===== config.mk =====
export PLATFORM = sky130hd
export DESIGN_NAME = telemetry_frame_receiver_unit
export DESIGN_NICKNAME = d
export VERILOG_FILES = /design/src/hdl/tfr_pkg.sv /design/src/hdl/telemetry_frame_receiver_unit.sv /design/src/hdl/tfr_ram.sv /design/src/hdl/tfr_deframer.sv /design/src/hdl/tfr_readout.sv
export SDC_FILE = /design/constraint.sdc
export NUM_CORES = 1
export LEC_CHECK = 0
export BUFFER_PORTS_ARGS = -buffer_cell sky130_fd_sc_hd__buf_2
export CORE_MARGIN = 1.5
export CORE_UTILIZATION = 50
export DETAILED_ROUTE_END_ITERATION = 10
export PLACE_DENSITY = 0.7
export SKIP_LAST_GASP = 1
export SYNTH_ARGS = -nofsm -noshare
export SYNTH_HDL_FRONTEND = slang
export SYNTH_SLANG_ARGS = --single-unit
export TNS_END_PERCENT = 50

===== constraint.sdc =====
create_clock -name clock -period 6.86 [get_ports clock]
set_clock_uncertainty 0.2 [all_clocks]
set_input_delay 1.372 -clock clock [delete_from_list [all_inputs] [get_ports clock]]
set_output_delay 1.372 -clock clock [all_outputs]
set_load 0.02 [all_outputs]

===== src/hdl/tfr_pkg.sv =====
// shared types, constants and the crc-8 step function of the telemetry frame receiver
// no dependencies
`default_nettype none

package tfr_pkg;

   // frame layout
   localparam logic [7:0] HDR_FIRST   = 8'hAA;
   localparam logic [7:0] HDR_SECOND  = 8'hBB;
   localparam logic [7:0] FOOTER_BYTE = 8'hEE;
   localparam logic [7:0] CRC_POLY    = 8'h07;
   localparam logic [7:0] CRC_MSB     = 8'h80;

   localparam int NUM_WORDS      = 6;
   localparam int WORD_ADDR_BITS = 3;
   localparam int CNT_BITS       = 5;

   localparam logic [CNT_BITS-1:0] CNT_AFTER_HDR1 = 5'd1;
   localparam logic [CNT_BITS-1:0] CNT_BODY_START = 5'd2;
   localparam logic [CNT_BITS-1:0] CNT_CRC_SPAN   = 5'd26;

   localparam logic [1:0] LANE_LAST = 2'd3;
   localparam logic [WORD_ADDR_BITS-1:0] WORD_LAST = 3'd5;
   localparam logic [WORD_ADDR_BITS:0]   PTR_END   = 4'd6;

   // configuration register indexes
   localparam int CSR_INDEX_BITS = 1;
   localparam logic [CSR_INDEX_BITS-1:0] CSR_HDR_TIMEOUT  = 1'b0;
   localparam logic [CSR_INDEX_BITS-1:0] CSR_BODY_TIMEOUT = 1'b1;
   localparam int CSR_DATA_BITS = 16;
   localparam logic [CSR_DATA_BITS-1:0] HDR_TIMEOUT_RESET  = 16'd10;
   localparam logic [CSR_DATA_BITS-1:0] BODY_TIMEOUT_RESET = 16'd50;

   // input command codes
   localparam logic CMD_BYTE = 1'b0;
   localparam logic CMD_TICK = 1'b1;

   typedef enum logic [1:0] {
      PH_HUNT = 2'd0,
      PH_HDR  = 2'd1,
      PH_BODY = 2'd2
   } phase_type;

   // completed payload word going to the word memory
   typedef struct packed {
      logic                      en;
      logic [WORD_ADDR_BITS-1:0] addr;
      logic [31:0]               data;
   } word_wr_type;

   // end of a frame with a good footer
   typedef struct packed {
      logic valid;
      logic crc_bad;
   } frame_done_type;

   // readout progress seen by the deframer for its interlock
   typedef struct packed {
      logic                    busy;
      logic [WORD_ADDR_BITS:0] ptr;
   } rdo_status_type;

   function automatic logic [7:0] crc8_step(input logic [7:0] crc, input logic [7:0] b);
      logic [7:0] c;
      c = crc ^ b;
      for (int i = 0; i < 8; i++) begin
         if ((c & CRC_MSB) != 8'h00) begin
            c = (c << 1) ^ CRC_POLY;
         end else begin
            c = c << 1;
         end
      end
      return c;
   endfunction

endpackage

`default_nettype wire


===== src/hdl/telemetry_frame_receiver_unit.sv =====
// top level of the telemetry frame receiver: configuration registers, deframer,
// word memory and result readout; depends on tfr_pkg, tfr_ram, tfr_deframer, tfr_readout
`default_nettype none

// Takes one transaction per clock on the req_ channel: either a received serial
// byte (command 0) or one elapsed time tick (command 1). Frames of 28 bytes
// (0xAA, 0xBB, six little-endian 32-bit words, crc-8 poly 0x07 over the first
// 26 bytes, 0xEE footer) are tracked byte by byte; each completed payload word
// goes into a six-entry word memory. A frame with a good footer yields one
// rsp_ transaction: status 0 with the six raw words, or status 1 with all
// words zero on a checksum mismatch. A bad footer, a wrong second header byte
// or a timeout drops the frame without a result. Rate: one transaction per
// cycle. After the footer the six words are read out of the single memory
// read port one per cycle, held off while the previous result is still waiting
// on rsp_ready. req_ready drops only while a readout is pending and the next
// byte would overwrite a word not yet read or end another frame; with an
// attentive consumer that never happens, since a new frame needs six bytes
// before its first word is written.
// Timeout registers are 0 (header, reset 10 ticks) and 1 (body, reset 50).
module telemetry_frame_receiver_unit #(
   parameter int TIMER_BITS = 16
) (
   input  wire logic                               clock,
   input  wire logic                               reset,
   // configuration writes
   input  wire logic                               csr_write_enable,
   input  wire logic [tfr_pkg::CSR_INDEX_BITS-1:0] csr_index,
   input  wire logic [tfr_pkg::CSR_DATA_BITS-1:0]  csr_write_data,
   // input transactions
   input  wire logic                               req_valid,
   output logic                                    req_ready,
   input  wire logic                               req_command,
   input  wire logic [7:0]                         req_rx_byte,
   // result transactions
   output logic                                    rsp_valid,
   input  wire logic                               rsp_ready,
   output logic                                    rsp_frame_status,
   output logic [31:0]                             rsp_angle_bits,
   output logic [31:0]                             rsp_speed_bits,
   output logic [31:0]                             rsp_gain_p_bits,
   output logic [31:0]                             rsp_gain_i_bits,
   output logic [31:0]                             rsp_gain_d_bits,
   output logic [31:0]                             rsp_angle_offset_bits
);
   import tfr_pkg::*;

   // timeout registers
   logic [CSR_DATA_BITS-1:0] hdr_timeout_ff, hdr_timeout_in;
   logic [CSR_DATA_BITS-1:0] body_timeout_ff, body_timeout_in;

   word_wr_type               word_wr;
   frame_done_type            frame_done;
   rdo_status_type            rdo_status;
   logic                      rd_en;
   logic [WORD_ADDR_BITS-1:0] rd_addr;
   logic [31:0]               rd_data;

   always_comb begin
      hdr_timeout_in  = hdr_timeout_ff;
      body_timeout_in = body_timeout_ff;
      if (csr_write_enable) begin
         case (csr_index)
            CSR_HDR_TIMEOUT:  hdr_timeout_in  = csr_write_data;
            CSR_BODY_TIMEOUT: body_timeout_in = csr_write_data;
            default: ;
         endcase
      end
   end

   always_ff @(posedge clock) begin
      if (reset) begin
         hdr_timeout_ff  <= HDR_TIMEOUT_RESET;
         body_timeout_ff <= BODY_TIMEOUT_RESET;
      end else begin
         hdr_timeout_ff  <= hdr_timeout_in;
         body_timeout_ff <= body_timeout_in;
      end
   end

   // header hunt, timeouts, crc and word assembly
   tfr_deframer #(
      .TIMER_BITS (TIMER_BITS)
   ) u_deframer (
      .clock        (clock),
      .reset        (reset),
      .req_valid    (req_valid),
      .req_ready    (req_ready),
      .req_command  (req_command),
      .req_rx_byte  (req_rx_byte),
      .hdr_timeout  (hdr_timeout_ff),
      .body_timeout (body_timeout_ff),
      .rdo_status   (rdo_status),
      .word_wr      (word_wr),
      .frame_done   (frame_done)
   );

   // payload word memory, one entry per frame word
   tfr_ram #(
      .WIDTH (32),
      .DEPTH (NUM_WORDS)
   ) u_word_ram (
      .clock   (clock),
      .wr_en   (word_wr.en),
      .wr_addr (word_wr.addr),
      .wr_data (word_wr.data),
      .rd_en   (rd_en),
      .rd_addr (rd_addr),
      .rd_data (rd_data)
   );

   // readout of the six words into the result register
   tfr_readout u_readout (
      .clock                 (clock),
      .reset                 (reset),
      .frame_done            (frame_done),
      .rdo_status            (rdo_status),
      .rd_en                 (rd_en),
      .rd_addr               (rd_addr),
      .rd_data               (rd_data),
      .rsp_valid             (rsp_valid),
      .rsp_ready             (rsp_ready),
      .rsp_frame_status      (rsp_frame_status),
      .rsp_angle_bits        (rsp_angle_bits),
      .rsp_speed_bits        (rsp_speed_bits),
      .rsp_gain_p_bits       (rsp_gain_p_bits),
      .rsp_gain_i_bits       (rsp_gain_i_bits),
      .rsp_gain_d_bits       (rsp_gain_d_bits),
      .rsp_angle_offset_bits (rsp_angle_offset_bits)
   );

endmodule

`default_nettype wire


===== src/hdl/tfr_ram.sv =====
// generic single-write, single-read synchronous ram with registered read data
// no dependencies
`default_nettype none

module tfr_ram #(
   parameter int WIDTH = 32,
   parameter int DEPTH = 6
) (
   input  wire logic                     clock,
   input  wire logic                     wr_en,
   input  wire logic [$clog2(DEPTH)-1:0] wr_addr,
   input  wire logic [WIDTH-1:0]         wr_data,
   input  wire logic                     rd_en,
   input  wire logic [$clog2(DEPTH)-1:0] rd_addr,
   output logic      [WIDTH-1:0]         rd_data
);

   logic [WIDTH-1:0] mem_ff [DEPTH];

   always_ff @(posedge clock) begin
      if (wr_en) begin
         mem_ff[wr_addr] <= wr_data;
      end
      if (rd_en) begin
         rd_data <= mem_ff[rd_addr];
      end
   end

endmodule

`default_nettype wire


===== src/hdl/tfr_deframer.sv =====
// byte-level frame tracker: header hunt, timeouts, crc-8, word assembly
// depends on tfr_pkg
`default_nettype none

module tfr_deframer #(
   parameter int TIMER_BITS = 16
) (
   input  wire logic                              clock,
   input  wire logic                              reset,
   input  wire logic                              req_valid,
   output logic                                   req_ready,
   input  wire logic                              req_command,
   input  wire logic [7:0]                        req_rx_byte,
   input  wire logic [tfr_pkg::CSR_DATA_BITS-1:0] hdr_timeout,
   input  wire logic [tfr_pkg::CSR_DATA_BITS-1:0] body_timeout,
   input  wire tfr_pkg::rdo_status_type           rdo_status,
   output tfr_pkg::word_wr_type                   word_wr,
   output tfr_pkg::frame_done_type                frame_done
);
   import tfr_pkg::*;

   localparam int CMP_BITS = (TIMER_BITS > CSR_DATA_BITS) ? TIMER_BITS : CSR_DATA_BITS;

   phase_type               phase_ff, phase_in;
   logic [CNT_BITS-1:0]     count_ff, count_in;
   logic [7:0]              crc_ff, crc_in;
   logic [TIMER_BITS-1:0]   tick_ff, tick_in;
   logic [7:0]              check_ff, check_in;
   logic [23:0]             asm_ff, asm_in;

   logic                      accept;
   logic [CNT_BITS-1:0]       body_k;
   logic [1:0]                lane;
   logic [WORD_ADDR_BITS-1:0] word_idx;
   logic                      in_payload;
   logic                      stall;
   logic [TIMER_BITS-1:0]     tick_sat;
   logic [CSR_DATA_BITS-1:0]  limit;

   assign body_k     = count_ff - CNT_BODY_START;
   assign lane       = body_k[1:0];
   assign word_idx   = body_k[CNT_BITS-1:2];
   assign in_payload = (count_ff < CNT_CRC_SPAN);

   // hold off a byte that would overwrite a word not yet read out, or end a frame
   // while the previous one is still being read out
   assign stall = (phase_ff == PH_BODY) && rdo_status.busy &&
                  ((in_payload && (lane == LANE_LAST) &&
                    ({1'b0, word_idx} >= rdo_status.ptr)) ||
                   (count_ff > CNT_CRC_SPAN));

   assign req_ready = !stall;
   assign accept    = req_valid && req_ready;

   assign tick_sat = (tick_ff == {TIMER_BITS{1'b1}}) ? tick_ff : tick_ff + 1'b1;
   assign limit    = (phase_ff == PH_HDR) ? hdr_timeout : body_timeout;

   // next state
   always_comb begin
      phase_in = phase_ff;
      count_in = count_ff;
      crc_in   = crc_ff;
      tick_in  = tick_ff;
      check_in = check_ff;
      asm_in   = asm_ff;
      if (accept) begin
         if (req_command == CMD_TICK) begin
            if ((phase_ff == PH_HDR) || (phase_ff == PH_BODY)) begin
               if (CMP_BITS'(tick_sat) >= CMP_BITS'(limit)) begin
                  phase_in = PH_HUNT;
                  count_in = '0;
                  crc_in   = '0;
                  tick_in  = '0;
               end else begin
                  tick_in = tick_sat;
               end
            end
         end else begin
            case (phase_ff)
               PH_HDR: begin
                  if (req_rx_byte == HDR_SECOND) begin
                     phase_in = PH_BODY;
                     count_in = CNT_BODY_START;
                     crc_in   = crc8_step(crc_ff, req_rx_byte);
                     tick_in  = '0;
                  end else begin
                     phase_in = PH_HUNT;
                     count_in = '0;
                     crc_in   = '0;
                     tick_in  = '0;
                  end
               end
               PH_BODY: begin
                  if (in_payload) begin
                     crc_in   = crc8_step(crc_ff, req_rx_byte);
                     count_in = count_ff + 1'b1;
                     case (lane)
                        2'd0: asm_in[7:0]   = req_rx_byte;
                        2'd1: asm_in[15:8]  = req_rx_byte;
                        2'd2: asm_in[23:16] = req_rx_byte;
                        default: asm_in = asm_ff;
                     endcase
                  end else if (count_ff == CNT_CRC_SPAN) begin
                     check_in = req_rx_byte;
                     count_in = count_ff + 1'b1;
                  end else begin
                     phase_in = PH_HUNT;
                     count_in = '0;
                     crc_in   = '0;
                     tick_in  = '0;
                  end
               end
               default: begin
                  if (req_rx_byte == HDR_FIRST) begin
                     phase_in = PH_HDR;
                     count_in = CNT_AFTER_HDR1;
                     crc_in   = crc8_step(8'h00, req_rx_byte);
                     tick_in  = '0;
                  end else begin
                     phase_in = PH_HUNT;
                     count_in = '0;
                     crc_in   = '0;
                     tick_in  = '0;
                  end
               end
            endcase
         end
      end
   end

   // outputs toward the word memory and the readout
   always_comb begin
      word_wr.en       = 1'b0;
      word_wr.addr     = word_idx;
      word_wr.data     = {req_rx_byte, asm_ff};
      frame_done.valid = 1'b0;
      frame_done.crc_bad = (crc_ff != check_ff);
      if (accept && (req_command == CMD_BYTE) && (phase_ff == PH_BODY)) begin
         if (in_payload) begin
            word_wr.en = (lane == LANE_LAST);
         end else if (count_ff != CNT_CRC_SPAN) begin
            frame_done.valid = (req_rx_byte == FOOTER_BYTE);
         end
      end
   end

   always_ff @(posedge clock) begin
      if (reset) begin
         phase_ff <= PH_HUNT;
         count_ff <= '0;
         crc_ff   <= '0;
         tick_ff  <= '0;
      end else begin
         phase_ff <= phase_in;
         count_ff <= count_in;
         crc_ff   <= crc_in;
         tick_ff  <= tick_in;
      end
   end

   always_ff @(posedge clock) begin
      check_ff <= check_in;
      asm_ff   <= asm_in;
   end

endmodule

`default_nettype wire


===== src/hdl/tfr_readout.sv =====
// reads the six payload words out of the word memory into the result register
// depends on tfr_pkg
`default_nettype none

module tfr_readout (
   input  wire logic                                 clock,
   input  wire logic                                 reset,
   input  wire tfr_pkg::frame_done_type              frame_done,
   output tfr_pkg::rdo_status_type                   rdo_status,
   output logic                                      rd_en,
   output logic [tfr_pkg::WORD_ADDR_BITS-1:0]        rd_addr,
   input  wire logic [31:0]                          rd_data,
   output logic                                      rsp_valid,
   input  wire logic                                 rsp_ready,
   output logic                                      rsp_frame_status,
   output logic [31:0]                               rsp_angle_bits,
   output logic [31:0]                               rsp_speed_bits,
   output logic [31:0]                               rsp_gain_p_bits,
   output logic [31:0]                               rsp_gain_i_bits,
   output logic [31:0]                               rsp_gain_d_bits,
   output logic [31:0]                               rsp_angle_offset_bits
);
   import tfr_pkg::*;

   logic                      busy_ff, busy_in;
   logic                      bad_ff, bad_in;
   logic                      status_ff, status_in;
   logic [WORD_ADDR_BITS:0]   ptr_ff, ptr_in;
   logic                      ld_vld_ff, ld_vld_in;
   logic [WORD_ADDR_BITS-1:0] ld_idx_ff, ld_idx_in;
   logic                      rsp_valid_ff, rsp_valid_in;
   logic [31:0]               words_ff [NUM_WORDS];
   logic                      last_load;

   // reads start only once the result register is free
   assign rd_en     = busy_ff && (ptr_ff != PTR_END) && !rsp_valid_ff;
   assign rd_addr   = ptr_ff[WORD_ADDR_BITS-1:0];
   assign last_load = ld_vld_ff && (ld_idx_ff == WORD_LAST);

   assign rdo_status.busy = busy_ff;
   assign rdo_status.ptr  = ptr_ff;

   always_comb begin
      busy_in      = busy_ff;
      bad_in       = bad_ff;
      status_in    = status_ff;
      ptr_in       = ptr_ff;
      ld_vld_in    = rd_en;
      ld_idx_in    = rd_addr;
      rsp_valid_in = rsp_valid_ff;
      if (rsp_valid_ff && rsp_ready) begin
         rsp_valid_in = 1'b0;
      end
      if (rd_en) begin
         ptr_in = ptr_ff + 1'b1;
      end
      if (last_load) begin
         busy_in      = 1'b0;
         rsp_valid_in = 1'b1;
         status_in    = bad_ff;
      end
      if (frame_done.valid) begin
         busy_in = 1'b1;
         bad_in  = frame_done.crc_bad;
         ptr_in  = '0;
      end
   end

   always_ff @(posedge clock) begin
      if (reset) begin
         busy_ff      <= 1'b0;
         ptr_ff       <= '0;
         ld_vld_ff    <= 1'b0;
         rsp_valid_ff <= 1'b0;
      end else begin
         busy_ff      <= busy_in;
         ptr_ff       <= ptr_in;
         ld_vld_ff    <= ld_vld_in;
         rsp_valid_ff <= rsp_valid_in;
      end
   end

   // status of the waiting result is held apart from the next frame's status
   always_ff @(posedge clock) begin
      bad_ff    <= bad_in;
      status_ff <= status_in;
      ld_idx_ff <= ld_idx_in;
      if (ld_vld_ff) begin
         words_ff[ld_idx_ff] <= bad_ff ? 32'h0 : rd_data;
      end
   end

   assign rsp_valid             = rsp_valid_ff;
   assign rsp_frame_status      = status_ff;
   assign rsp_angle_bits        = words_ff[0];
   assign rsp_speed_bits        = words_ff[1];
   assign rsp_gain_p_bits       = words_ff[2];
   assign rsp_gain_i_bits       = words_ff[3];
   assign rsp_gain_d_bits       = words_ff[4];
   assign rsp_angle_offset_bits = words_ff[5];

endmodule

`default_nettype wire

==> flow_metrics.tcl, run 1 <==
set metrics [dict create \
    status "finished, final reports clean" \
    ys_ff_latch 523 \
    grt_pass1_vias 10600 \
    finalWirelength_mm 41.0 \
    syn2layout_area_growth_pct 17.1 \
    antenna_found_initial 0 \
    grt_use_total_pct 19.8 \
    drv_cap 0 \
    place_congestion 0.878 \
    hold_buffers 0 \
    path_cells "inv_1 -> ha_1 -> xnor2_1 -> inv_1 -> ha_1 -> nand2_1 -> o21ai_0 -> a21oi_1 -> buf_2" \
    hold_slack_ps 231 \
    core_um2 39500 \
    peakVddDrop_uv 165 \
    cts_root_buf "clkbuf_16" \
    yosys-top-cells-area "edfxtp_1, dfxtp_1, mux4_2" \
    io-pin-count 226 \
    relSlewSlack_pct 17.4 \
    setup_viol 0 \
    rsz0062_at_grt "no" \
    netlist_instances 1246 \
    fmax_mhz 207 \
    end_kind "output port" \
    synth_ff_type "edfxtp_1" \
    fin_nets 1556 \
    cts_buffers 51 \
    layout-drive-gt1-share_pct 24.7 \
    path_clk_slew_ps 70 \
    min_period_ps 4830 \
    required_ps 5290 \
    synth_top_area_share_pct 67.6 \
    post-place-cells 1960 \
    route.vias.total 11100 \
    layout_commonest_cell "edfxtp_1" \
    io_buffer_count 225 \
    finalCritPeriodShare_pct 70.5 \
    cts_setup_buffers 0 \
    routed_wire_length_per_instance_um 20.0 \
    drc 0 \
    instances_no_fill 2055 \
    critical_path_arrival_ps 3260 \
    fp.dieW_um 203 \
    worstSetupPathType "reg2out" \
    synth_nets 1314 \
    initial_core_util_pct 50.5 \
    worst_pin_slew_ps 1240 \
    clock_path_buffers 3 \
    power_density_nw_per_um2 270 \
    cts.htree.levels 2 \
    grt_pass1_wl_mm 61.8 \
    clock-sinks 523 \
    dpl.hpwl_mm 24.0 \
    row_count 73 \
    max_stage_delay_ps 590 \
    ant_nets 0 \
    netlist_area_um2 20000 \
    grt_max_degree 76 \
    overflow 0 \
    ys_warn_count 0 \
    synth_enable_flop_cells 450 \
    dieArea_um2 41200 \
    drt_iter0_markers 746 \
    leakage_nw 7.58 \
    hp-class "reg2reg" \
    synth_cell_type_count 59 \
    setup_tns_ps 0 \
    drtPass1Iterations 5 \
    cts-resized-gates 0 \
    vias_per_cell 5.41 \
    ys_seq_area_share_pct 74.9 \
    critPathMaxFanout 7 \
    syn_area_per_cell_um2 16.0 \
    synthArstFlopShare_pct 0 \
    cpMaxStageDelayCell "o21ai_0" \
    worstSetupStartpointType "register" \
    antenna_cells 0 \
    maxSlewViolCount 0 \
    finalHoldViolCount 0 \
    yosys.area.top_type "edfxtp_1" \
    die_h_um 203 \
    clock_latency_ps 580 \
    final_cell_mix "edfxtp_1, buf_2, nand2_1" \
    cts_tree "done" \
]
[flip-flops by register name, summed over array words and instances (netlist names), 2 cells and up]
| signal | count |
|---|---|
| body_timeout_ff | 16 |
| hdr_timeout_ff | 16 |
| u_deframer.asm_ff | 24 |
| u_deframer.check_ff | 8 |
| u_deframer.count_ff | 5 |
| u_deframer.crc_ff | 8 |
| u_deframer.phase_ff | 2 |
| u_deframer.tick_ff | 16 |
| u_readout.ld_idx_ff | 3 |
| u_readout.ptr_ff | 4 |
| u_readout.words_ff | 192 |
| u_word_ram.mem_ff | 192 |
| u_word_ram.rd_data | 32 |
[critical path: cells and delay by family (launching register included)]
| kind | cells | cell delay (ps) |
|---|---|---|
| AO/OA/AOI/OAI | 2 | 790 |
| XOR/XNOR | 1 | 320 |
| adder cells (fa/ha/maj) | 2 | 560 |
| buffers and inverters | 3 | 520 |
| flip-flops | 1 | 460 |
| AND/OR/NAND/NOR | 1 | 40 |
[path summary, 6_finish.rpt]
kind	startpoint	cells past startpoint	end	slack (ps)
max reg2reg	u_deframer.tick_ff[0]	11	u_deframer.tick_ff[3]	2310
max	u_deframer.count_ff[1]	9	req_ready	2030
min	u_readout.ptr_ff[2]	0	u_readout.ld_idx_ff[2]	230
min reg2reg	u_readout.ptr_ff[2]	0	u_readout.ld_idx_ff[2]	230
[where the power goes]
part	total, mW	leakage (nW)	internal, mW	switching, mW
sequential	3.43	4.40	3.42	0.00882
combinational	0.135	2.37	0.0489	0.0856
clock	2.75	0.811	1.59	1.16
[metal layers]
metal / vias up / routed length (um) / track usage (%)
li1: 5173 / - / -
met2: 375 / 20400 / 33.4
met5: - / 0 / 0
met3: 60 / 2460 / 3.87
met4: 0 / 814 / 5.24
met1: 5516 / 17400 / 26.4
[cells in the mapped netlist (all sizes together), types with 4 or more instances]
cell	count
o21ai	47
nand4	8
and3	5
xnor2	27
a311oi	5
nor2b	42
mux2	4
a21oi	66
clkbuf	34
nand4b	4
xor2	24
ha	37
mux4	32
and4	5
nand3b	8
mux2i	47
and2	8
o32ai	4
dfxtp	73
nand2	139
nor4	6
edfxtp	450
buf	20
nor3	19
nand2b	5
nand3	29
inv	29
nor2	21
a211oi	11
[kinds of logic (layout without fill, tap and decap cells)]
kind of cell | count (synthesis) | in the layout | share of synthesized area (%)
AO/OA/AOI/OAI | 157 | 157 | 4.70
multiplexers | 83 | 83 | 6.19
flip-flops | 523 | 523 | 74.9
buffers and inverters | 83 | 367 | 1.68
AND/OR/NAND/NOR | 310 | 310 | 7.71
adder cells (fa/ha/maj) | 37 | 37 | 2.32
XOR/XNOR | 53 | 53 | 2.47
[area by class of cell]
class / instances / area [um^2]
fillers: 2987 / 16100
flip-flops and latches: 523 / 15000
multi-input cells: 640 / 4740
clock buffers: 57 / 1330
repair buffers: 243 / 1260
well taps: 525 / 657
clock inverters: 38 / 333
inverters: 29 / 109
[metrics by stage]
stage / power [mW] / instance area, um^2 / utilization (%) / setup slack (ps)
after floorplan: 3.58 / 20000 / - / 1550
after global placement: 3.63 / 21700 / 55.0 / 2540
after detailed placement: 3.63 / 21700 / 55.0 / 2460
after CTS: 6.36 / 23400 / 59.2 / 2080
after global routing: 6.49 / 23400 / 59.2 / 1880
final: 6.31 / 23400 / 59.2 / 2030
No activity file was read; power rests on OpenSTA's default activity.
==> run 2, diff against run 1 <==
--- a/config.mk
+++ b/config.mk
@@ -5,11 +5,12 @@
 export SDC_FILE = /design/constraint.sdc
 export NUM_CORES = 1
 export LEC_CHECK = 0
+export ABC_AREA = 1
 export BUFFER_PORTS_ARGS = -buffer_cell sky130_fd_sc_hd__buf_2
 export CORE_MARGIN = 1.5
 export CORE_UTILIZATION = 50
 export DETAILED_ROUTE_END_ITERATION = 10
-export PLACE_DENSITY = 0.7
+export PLACE_DENSITY = 0.72
 export SKIP_LAST_GASP = 1
 export SYNTH_ARGS = -nofsm -noshare
 export SYNTH_HDL_FRONTEND = slang
==> constraint.sdc (replaced) <==
create_clock -name clock -period 3.88 [get_ports clock]
set_clock_uncertainty 0.2 [all_clocks]
set_input_delay 0.776 -clock clock [delete_from_list [all_inputs] [get_ports clock]]
set_output_delay 0.776 -clock clock [all_outputs]
set_load 0.02 [all_outputs]
==> run 2 against run 1 <==
Effect of this change:
- die area is 1.9% higher
- non-clock buffer count is 16 higher
- critical path depth is 4 higher
- sequential share of layout area is 1.3 points lower
- sequential power is 78% higher
- critical path type unchanged
- flip-flop and latch count stayed put
- routed wire length is 5.0% higher
==> flow_metrics.tcl, run 2 <==
set metrics [dict create \
    status "finished, final reports clean" \
    cts_root_buf "clkbuf_16" \
    fin_nets 1887 \
    cts.htree.levels 2 \
    drv_cap 0 \
    reg_top3 "u_readout.words_ff (192), u_word_ram.mem_ff (192), u_word_ram.rd_data (32)" \
    place_ws_ps 401 \
    antenna_cells 0 \
    min_period_ps 3710 \
    core_um2 40000 \
    synthArstFlopShare_pct 0 \
    multi_input_area_um2 4770 \
    max_stage_delay_ps 440 \
    finalWirelength_mm 43.1 \
    grt_pass1_wl_mm 66.4 \
    syn2layout_area_growth_pct 17.3 \
    fmax_mhz 269 \
    post-place-cells 2287 \
    setup_viol 0 \
    final_cell_mix "edfxtp_1, nand2_1, buf_2" \
    synth_nets 1636 \
    fp.dieW_um 205 \
    p_int_mw 9.05 \
    path_cells "inv_1 -> ha_1 -> xnor2_2 -> inv_1 -> ha_1 -> nand2_1 -> nand2_1 -> nand2_1 -> nand3_1 -> nand2_2 -> nand2_4 -> nand2_4 -> buf_2" \
    hold_end "body_timeout_ff[5]" \
    cts_tree "done" \
    layout-drive-gt1-share_pct 20.8 \
    ys_warn_count 0 \
    drt_iter0_markers 870 \
    vias_per_cell 5.30 \
    relSlewSlack_pct 20.8 \
    postLayoutCoreUtil_pct 59.8 \
    ff2ff_path_depth 24 \
    clock-sinks 523 \
    netlist_area_um2 20400 \
    r2r-start "u_deframer.tick_ff[0]" \
    antenna_found_initial 0 \
    required_ps 2900 \
    ys_seq_area_share_pct 73.5 \
    netSwitchingFraction_pct 21.1 \
    ant_nets 0 \
    overflow 0 \
    initial_core_util_pct 50.9 \
    finalHoldViolCount 0 \
    place_congestion 0.892 \
    fill_cells 3119 \
    power_mw 11.5 \
    maxSlewViolCount 0 \
    power_frac_seq_pct 53.4 \
    p_comb_share_pct 4.4 \
    holdPathStages 3 \
    power_density_nw_per_um2 480 \
    synth_top_area_share_pct 66.3 \
    syn_area_per_cell_um2 13.0 \
    layout_commonest_cell "edfxtp_1" \
    row_count 73 \
    setup_ws_ps 166 \
    netSwitchingPower_mw 2.42 \
    synth_commonest_cells "edfxtp_1, nand2_1, nor2_1" \
    regArea_um2 15000 \
    netlist_instances 1568 \
    worstSetupStartpointType "register" \
    peakVddDrop_uv 329 \
    grt_max_degree 101 \
    rsz0062_at_grt "yes" \
    end_kind "output port" \
    die_h_um 205 \
    leakage_nw 9.08 \
    reg2reg_to "u_deframer.crc_ff[6]" \
    drc 0 \
    routed_wire_length_per_instance_um 18.0 \
    grt_use_total_pct 20.6 \
    yosys-top-cells-area "edfxtp_1, dfxtp_1, nand2_1" \
    instances_no_fill 2387 \
    io_buffer_count 225 \
    grt_pass1_vias 12300 \
    synth_ff_type "edfxtp_1" \
    synth_cell_type_count 42 \
    synth.most_common_cell "edfxtp_1" \
    path_clk_slew_ps 60 \
    critical_path_arrival_ps 2740 \
    clock_path_buffers 3 \
    cpMaxStageDelayCell "dfxtp_1" \
    clockPowerShare_pct 42.2 \
    hold_buffers 0 \
    synth_enable_flop_cells 450 \
    worst_pin_slew_ps 1190 \
    hp-class "in2reg" \
    dpl.hpwl_mm 26.9 \
    hold_slack_ps 194 \
    finalCritPeriodShare_pct 95.7 \
    yosys.area.top_type "edfxtp_1" \
    ys_ff_latch 523 \
    critPathMaxFanout 6 \
    drtPass1Iterations 5 \
    r2r_setup_slack_ps 370 \
    clock_latency_ps 600 \
    dieArea_um2 42000 \
    route.vias.total 12700 \
    cts_buffers 52 \
    hp-start "csr_write_data[5]" \
    worstSetupPathType "reg2out" \
    io-pin-count 226 \
    cp_common_cell "nand2_1" \
]
-- run 2: cell types whose count changed after synthesis, moves of 9 or more --
cell      delta
nor2b_1     -42
mux4_2      -32
o22ai_1     +29
mux2i_1     -32
a32o_1      +32
a211oi_1     -9
nor3_1      -10
nor2_1     +180
nand2_1    +132
clkbuf_1    +11
o21ai_0     +33
inv_1       +78
-- run 2: worst max path at each step --
stage / depth (start not counted) / from / to / slack, ps
3_3_place_gp: 17 / u_deframer.count_ff[1] / u_word_ram.mem_ff[1][20] / 550
5_1_grt: 13 / u_deframer.count_ff[2] / req_ready / -30
4_1_cts: 13 / u_deframer.count_ff[1] / req_ready / 70
2_1_floorplan: 16 / u_deframer.count_ff[1] / u_word_ram.mem_ff[0][0] / -250
3_5_place_dp: 17 / u_deframer.count_ff[1] / u_word_ram.mem_ff[0][19] / 400
6_report: 13 / u_deframer.count_ff[2] / req_ready / 170
-- run 2: what timing repair did --
action                                  in CTS  in global routing
buffers inserted                             0                  3
endpoints found under the setup margin       0                 10
gates resized for setup                      0                  2
-- run 2: stage by stage --
stage / instance area [um^2] / TNS [ps]
floorplan: 20400 / -48920
global placement: 22200 / 0
detailed placement: 22200 / 0
CTS: 23900 / 0
global route: 23900 / -106
finish: 23900 / 0
-- run 2: kinds of logic (layout without fill, tap and decap cells) --
kind of cell    count (synthesis)  count (layout)  share of synthesized area, %
simple gates                  549             549                          11.2
flops                         523             523                          73.5
compound gates                218             218                          6.54
buf+inv                       173             467                          3.43
xor+xnor                       52              52                          2.24
fa+ha+maj                      37              37                          2.27
mux                            16              16                         0.792
-- run 2: layout make-up --
cell class / count / share of cell area (%)
clock buffers: 72 / 5.97
multi-input cells: 872 / 20.0
well taps: 525 / 2.75
inverters: 111 / 1.74
flip-flops and latches: 523 / 62.7
clock inverters: 25 / 1.00
repair buffers: 259 / 5.93
-- run 2: routing by layer --
metal / global-route usage, % / routed length, um
met1: 26.9 / 18100
met2: 34.6 / 21200
met4: 8.63 / 1330
met3: 2.99 / 2450
met5: 0 / 0
-- run 2: power by group through the flow --
stage	Combinational, mW	Clock, mW	Sequential, mW
6_report	0.501	4.84	6.12
5_1_grt	0.568	5.16	6.13
4_1_cts	0.493	4.95	6.12
3_5_place_dp	0.490	0	6.24
3_3_place_gp	0.476	0	6.24
2_1_floorplan	0.368	0	6.23
-- run 2: worst max-delay path: cells and delay by family (launching register included) --
kind,cells,cell delay [ps]
buf+inv,3,380
flops,1,440
simple gates,7,510
xor+xnor,1,220
fa+ha+maj,2,580
